==> src/rtl/core/isr64_pkg.sv <==
// ---------------------------------------------------------------------------
// isr64_pkg
// widths, stage record and the one-bit root step of the square root pipe
// ---------------------------------------------------------------------------
package isr64_pkg;

  localparam int RAD_W      = 64;
  localparam int ROOT_W     = RAD_W / 2;
  // remainder never exceeds twice the partial root
  localparam int REM_W      = ROOT_W + 1;
  localparam int NUM_STAGES = ROOT_W;

  typedef struct packed {
    logic [REM_W-1:0]  rem;
    logic [ROOT_W-1:0] q;
    logic [RAD_W-1:0]  rad;  // radicand bits not yet consumed, left aligned
  } step_t;

  // bring down the next two radicand bits and decide one root bit
  function automatic step_t sqrt_step(step_t cur);
    logic [REM_W+1:0] cat;
    logic [REM_W+1:0] trial;
    logic [REM_W+1:0] diff;
    step_t            nxt;
    cat   = {cur.rem, cur.rad[RAD_W-1 -: 2]};
    trial = {1'b0, cur.q, 2'b01};
    diff  = cat - trial;
    nxt.rad = {cur.rad[RAD_W-3:0], 2'b00};
    if (cat >= trial) begin
      nxt.rem = diff[REM_W-1:0];
      nxt.q   = {cur.q[ROOT_W-2:0], 1'b1};
    end else begin
      nxt.rem = cat[REM_W-1:0];
      nxt.q   = {cur.q[ROOT_W-2:0], 1'b0};
    end
    return nxt;
  endfunction

endpackage

==> src/rtl/core/integer_square_root_64_top.sv <==
// ---------------------------------------------------------------------------
// integer_square_root_64_top
// pipelined floor square root of an unsigned 64-bit word
// ---------------------------------------------------------------------------
// usage
//   input channel : in_valid / in_ready / in_radicand (64-bit unsigned word)
//   result channel: out_valid / out_ready / out_root (32-bit floor root)
//   a word moves on a channel at a rising edge with valid and ready high
// timing
//   one root bit is decided per stage, 32 stages, then an output register:
//   a word accepted on the input passes through every stage and the
//   output register to out_root; while the pipe does not stall,
//   throughput is one word per cycle, set by the one-bit-per-stage pipe
// reset
//   rst_n is synchronous, active low; it drops all words in flight and
//   in_ready is high from the first reset edge on
// stall
//   a word held on the output lets one more finished word land in a skid
//   register; while that register is full in_ready is low and every stage
//   holds, so nothing is lost or repeated
// ---------------------------------------------------------------------------
module integer_square_root_64_top (
  input  logic                         clk,
  input  logic                         rst_n,
  input  logic                         in_valid,
  output logic                         in_ready,
  input  logic [isr64_pkg::RAD_W-1:0]  in_radicand,
  output logic                         out_valid,
  input  logic                         out_ready,
  output logic [isr64_pkg::ROOT_W-1:0] out_root
);
  import isr64_pkg::*;

  // stage registers, one root bit each
  logic  vld_r [NUM_STAGES];
  step_t stg_r [NUM_STAGES];
  step_t stg_nxt [NUM_STAGES];

  // output register and skid register
  logic              out_vld_r, out_vld_nxt;
  logic [ROOT_W-1:0] out_root_r, out_root_nxt;
  logic              skid_vld_r, skid_vld_nxt;
  logic [ROOT_W-1:0] skid_root_r, skid_root_nxt;

  logic  adv;       // whole pipe moves one stage
  step_t stg_in;    // record entering stage zero

  assign adv      = !skid_vld_r;
  assign in_ready = adv;

  assign stg_in.rem = '0;
  assign stg_in.q   = '0;
  assign stg_in.rad = in_radicand;

  // the same step in every stage, stage zero on the input record, each other on its predecessor
  always_comb begin
    stg_nxt[0] = sqrt_step(stg_in);
    for (int s = 1; s < NUM_STAGES; s++) begin
      stg_nxt[s] = sqrt_step(stg_r[s-1]);
    end
  end

  always_ff @(posedge clk) begin
    if (!rst_n) begin
      for (int s = 0; s < NUM_STAGES; s++) begin
        vld_r[s] <= 1'b0;
      end
    end else if (adv) begin
      vld_r[0] <= in_valid;
      for (int s = 1; s < NUM_STAGES; s++) begin
        vld_r[s] <= vld_r[s-1];
      end
    end
  end

  // payload carries no reset
  always_ff @(posedge clk) begin
    if (adv) begin
      for (int s = 0; s < NUM_STAGES; s++) begin
        stg_r[s] <= stg_nxt[s];
      end
    end
  end

  // output side: the skid register fills only while the output word waits
  always_comb begin
    out_vld_nxt   = out_vld_r;
    out_root_nxt  = out_root_r;
    skid_vld_nxt  = skid_vld_r;
    skid_root_nxt = skid_root_r;
    if (skid_vld_r) begin
      // pipe is frozen; drain skid into the output once taken
      if (out_ready) begin
        out_root_nxt = skid_root_r;
        skid_vld_nxt = 1'b0;
      end
    end else if (out_vld_r && !out_ready) begin
      if (vld_r[NUM_STAGES-1]) begin
        skid_vld_nxt  = 1'b1;
        skid_root_nxt = stg_r[NUM_STAGES-1].q;
      end
    end else begin
      out_vld_nxt  = vld_r[NUM_STAGES-1];
      out_root_nxt = stg_r[NUM_STAGES-1].q;
    end
  end

  always_ff @(posedge clk) begin
    if (!rst_n) begin
      out_vld_r  <= 1'b0;
      skid_vld_r <= 1'b0;
    end else begin
      out_vld_r  <= out_vld_nxt;
      skid_vld_r <= skid_vld_nxt;
    end
  end

  always_ff @(posedge clk) begin
    out_root_r  <= out_root_nxt;
    skid_root_r <= skid_root_nxt;
  end

  assign out_valid = out_vld_r;
  assign out_root  = out_root_r;

endmodule

==> config.mk <==
export PLATFORM = sky130hd
export DESIGN_NAME = integer_square_root_64_top
export DESIGN_NICKNAME = d
export VERILOG_FILES = /design/src/rtl/core/isr64_pkg.sv /design/src/rtl/core/integer_square_root_64_top.sv
export SDC_FILE = /design/constraint.sdc
export NUM_CORES = 2
export LEC_CHECK = 0
export ABC_CLOCK_PERIOD_IN_PS = 166400
export BUFFER_PORTS_ARGS = -buffer_cell sky130_fd_sc_hd__buf_2
export CAP_MARGIN = 40
export CORE_ASPECT_RATIO = 0.6
export CORE_MARGIN = 4
export CORE_UTILIZATION = 65
export DETAILED_ROUTE_END_ITERATION = 12
export HOLD_SLACK_MARGIN = 0.12
export PLACE_DENSITY = 0.82
export SLEW_MARGIN = 10
export SYNTH_ARGS = -nofsm -noshare
export SYNTH_HDL_FRONTEND = slang
export SYNTH_MEMORY_MAX_BITS = 65536
export SYNTH_SLANG_ARGS = --single-unit
==> constraint.sdc <==
create_clock -name clk -period 166.4 [get_ports clk]
set_clock_uncertainty 0.1 [all_clocks]
set_input_delay 24.96 -clock clk [delete_from_list [all_inputs] [get_ports clk]]
set_output_delay 24.96 -clock clk [all_outputs]
set_load 0.02 [all_outputs]
==> flow_summary_export.csv <==
group,metric,value,unit
timing,worst_slack,139.55,ns
drt,drtPass1Iterations,8,
flow_run,cap_violations,0,
drt,wl,249,mm
worst_setup_path,cp_max_fo,45,
worst_setup_path,reg2reg_setup_slack,160.73,ns
cts,cts.hold.buffers_added,0,
power_and_ir_drop,internal_power,1.26,mW
timing,hold_viol,0,
cts,cts_tree,"yes",
timing,fin_setup_tns,0,ns
run_status,status,"complete, no violations",
timing,slew_violations,0,
drt,wl_per_cell,20.6,µm
logic_synthesis,synth_fa_ha_area_share,5.84,%
logic_synthesis,synth_commonest_cells,"edfxtp_1, inv_1, nand2_1, a21oi_1, nor2_1",
placed_design,gp_congestion,0.955,
logic_synthesis,yosys.area_share.simple,9.92,%
power_and_ir_drop,power.switching,0.480,mW
worst_setup_path,worst_setup_path_start_kind,"register",
placed_design,pre_cts_slack,139.98,ns
cells_and_area,multiInputGateArea,0.0391,mm²
logic_synthesis,synth-compound-area-share,9.53,%
logic_synthesis,synth_area,0.120,mm²
grt,antenna_found_initial,0,
logic_synthesis,synth_top_area_cell,"edfxtp_1",
worst_setup_path,path_buf_inv,2,
power_and_ir_drop,swShare,27.5,%
timing,worst_pin_slew,1.21,ns
floorplan,rows,121,
logic_synthesis,synth_seq_cells,2593,
logic_synthesis,synth.most_common_cell,"edfxtp_1",
cells_and_area,fin_nets,10078,
placed_design,dp_hpwl,174,mm
grt,grt_pass1_wl,391,mm
logic_synthesis,synth_edf_count,2591,
timing,grt_setup_unrepaired,"false",
logic_synthesis,syn-num-nets,9864,
grt,overflow,0,
grt,track_usage,25.4,%
worst_setup_path,critPathKind,"reg -> out",
drt,viasPerCell,6.09,
timing,max_slew_margin,19.1,%
cells_and_area,diodes,0,
drt,drc,0,
power_and_ir_drop,power.share.clock,30.4,%
worst_setup_path,arrival,1.79,ns
logic_synthesis,yosys-top-cells-area,"edfxtp_1, ha_1, xor2_1",
cts,ctsResizeCount,0,
cells_and_area,drive_gt1_share,7.68,%
cts,clk_latency,0.88,ns
worst_setup_path,cp-end-kind,"primary output",
placed_design,portBuffers,101,
logic_synthesis,async_reset_ff_share,0,%
drt,drt_iter0_markers,8037,
floorplan,fp.coreArea,0.183,mm²
logic_synthesis,yosys-mux-area-fraction,1.35,%
power_and_ir_drop,p_leak,53.3,nW
logic_synthesis,synth_cell_types,98,
power_and_ir_drop,pwr-share-comb,16.5,%
cts,clock_sinks,2593,
cells_and_area,final_cell_area,0.131,mm²
timing,finalCritPeriodShare,16.1,%
worst_setup_path,cp_top_family,"buffers and inverters",
cells_and_area,area_growth_syn_to_layout,9.31,%
logic_synthesis,synth_top_area_share,64.7,%
cts,root_buffer,"clkbuf_16",
worst_setup_path,cp_cell_sequence,"inv_8 > buf_2",
drt,via_count,73573,
cells_and_area,final_cells,12090,
logic_synthesis,synth_cells,9235,
power_and_ir_drop,vdd_drop_max,0.00000924,V
cts,cts_buffers,227,
worst_setup_path,cpPeakStageDelay,0.36,ns
placed_design,place_area,0.124,mm²
timing,fmax,37.2,MHz
grt,grt_max_degree,205,
logic_synthesis,ys_seq_area_share,64.8,%
floorplan,initial_core_util,65.8,%
placed_design,dp.cells,11675,
power_and_ir_drop,powerDensity,13.3,mW/mm²
timing,period_minus_slack,26.85,ns
cells_and_area,seq_area,0.0778,mm²
cells_and_area,fill_cells,12058,
floorplan,die_area,0.192,mm²
power_and_ir_drop,p_seq_share,53.1,%
timing,setup_viol,0,
floorplan,ios,102,
cts,clk_transition_reported_paths,0.07,ns
drt,antenna_left,0,
worst_setup_path,cp.required,141.34,ns
floorplan,die_height,341,µm
logic_synthesis,synthFlopType,"edfxtp_1",
cts,ctsLongestPathBuffers,4,
logic_synthesis,ys_warn_count,0,
logic_synthesis,synth_top_family_by_area,"simple AND/OR/NAND/NOR gates",
logic_synthesis,synth_xor_area_share,5.78,%
cts,htree_num_levels,4,
logic_synthesis,avgSynthCellArea,13.0,µm²
cts,postCtsSetupBuffers,0,
floorplan,die_x,563,µm
hold_path,hold_class,"reg -> reg",
grt,grt_pass1_vias,70166,
worst_setup_path,cpMaxStageDelayCell,"dfxtp_2",
## final timing paths
kind | from | end | cells after the start
worst max register to register | skid_vld_r | stg_r[0][439] | 9
worst min register to register | stg_r[0][805] | stg_r[0][934] | 0
worst max-delay path | skid_vld_r | in_ready | 2
worst min-delay path | stg_r[0][805] | stg_r[0][934] | 0
## per-layer routing
metal  up-vias  GRT usage [%]  wire, µm
li1      34702              -         -
met2      2617           37.5    108000
met5         -              0         0
met4         0           5.22      4550
met1     35891           40.0    117000
met3       363           4.53     19600
## worst reg2reg max path, stage by stage, from the launching register on
cell	delay [ns]
dfxtp_2	0.36
inv_8	0.27
buf_4	0.74
buf_4	0.70
buf_4	0.77
buf_4	0.74
buf_4	0.53
buf_12	0.32
buf_4	0.50
buf_12	0.31
## flip-flops by register name, indices dropped and copies added, names as in the netlist
name	count
skid_vld_r	1
stg_r	2495
out_valid	1
vld_r	32
skid_root_r	32
out_root	32
## layout make-up
| cell class | count | area share (%) |
|---|---|---|
| clock inverters | 148 | 1.17 |
| repair buffers | 173 | 0.984 |
| multi-input cells | 5750 | 29.8 |
| clock buffers | 262 | 4.48 |
| well taps | 2460 | 2.34 |
| flip-flops and latches | 2593 | 59.2 |
| inverters | 704 | 2.02 |
## cell usage in the layout (no fill, tap or decap), types with 23 or more instances in the layout
cell	synthesis	final
xnor2_1	392	392
a31oi_1	59	57
xor2_1	401	401
or3_1	90	90
o211ai_1	38	38
inv_1	699	698
nor2_1	562	562
nor4_1	109	109
clkbuf_16	0	229
nand2b_1	111	111
nand2_1	604	604
a21o_1	197	197
and3_1	57	57
a21boi_0	23	23
nand4_1	90	90
o21bai_1	51	51
and2_1	79	79
nand3_1	165	165
buf_2	16	102
or4_1	71	71
o31ai_1	69	69
bufinv_16	0	27
a211oi_1	44	42
nor2b_1	77	74
clkbuf_1	159	30
clkinv_2	1	35
mux2i_1	23	23
o21a_1	106	106
ha_1	561	561
mux2_2	124	124
nor3_1	213	213
edfxtp_1	2591	2591
o21ai_0	503	502
buf_4	1	50
or2_2	46	46
clkinv_1	1	46
a21oi_1	581	580
## power groups by stage
| stage | logic, mW | registers, mW | clock network [mW] |
|---|---|---|---|
| finish | 0.288 | 0.926 | 0.530 |
| global route | 0.316 | 0.936 | 0.572 |
| CTS | 0.283 | 0.924 | 0.542 |
| detailed placement | 0.279 | 0.936 | 0 |
| global placement | 0.271 | 0.933 | 0 |
| floorplan | 0.217 | 0.904 | 0 |
## cells by family (layout without fill, tap and decap cells)
kind of cell               count (synthesis)  after routing
DFF                                     2593           2593
and+or+nand+nor                         2387           2387
AOI/OAI and AO/OA                       1861           1861
buffers and inverters                    892           1287
xor gates and xnor gates                 793            793
adders and majority gates                561            561
muxes                                    147            147
other                                      1              1
## metrics by stage
step	total power [mW]	utilization, %	hold WS, ns
after floorplan	1.12	-	0.300
after global placement	1.20	67.7	0.300
after detailed placement	1.22	67.9	0.305
after CTS	1.75	71.9	0.313
after global routing	1.82	72.0	0.322
final	1.74	72.0	0.305
(Power assumes the default switching activity.)
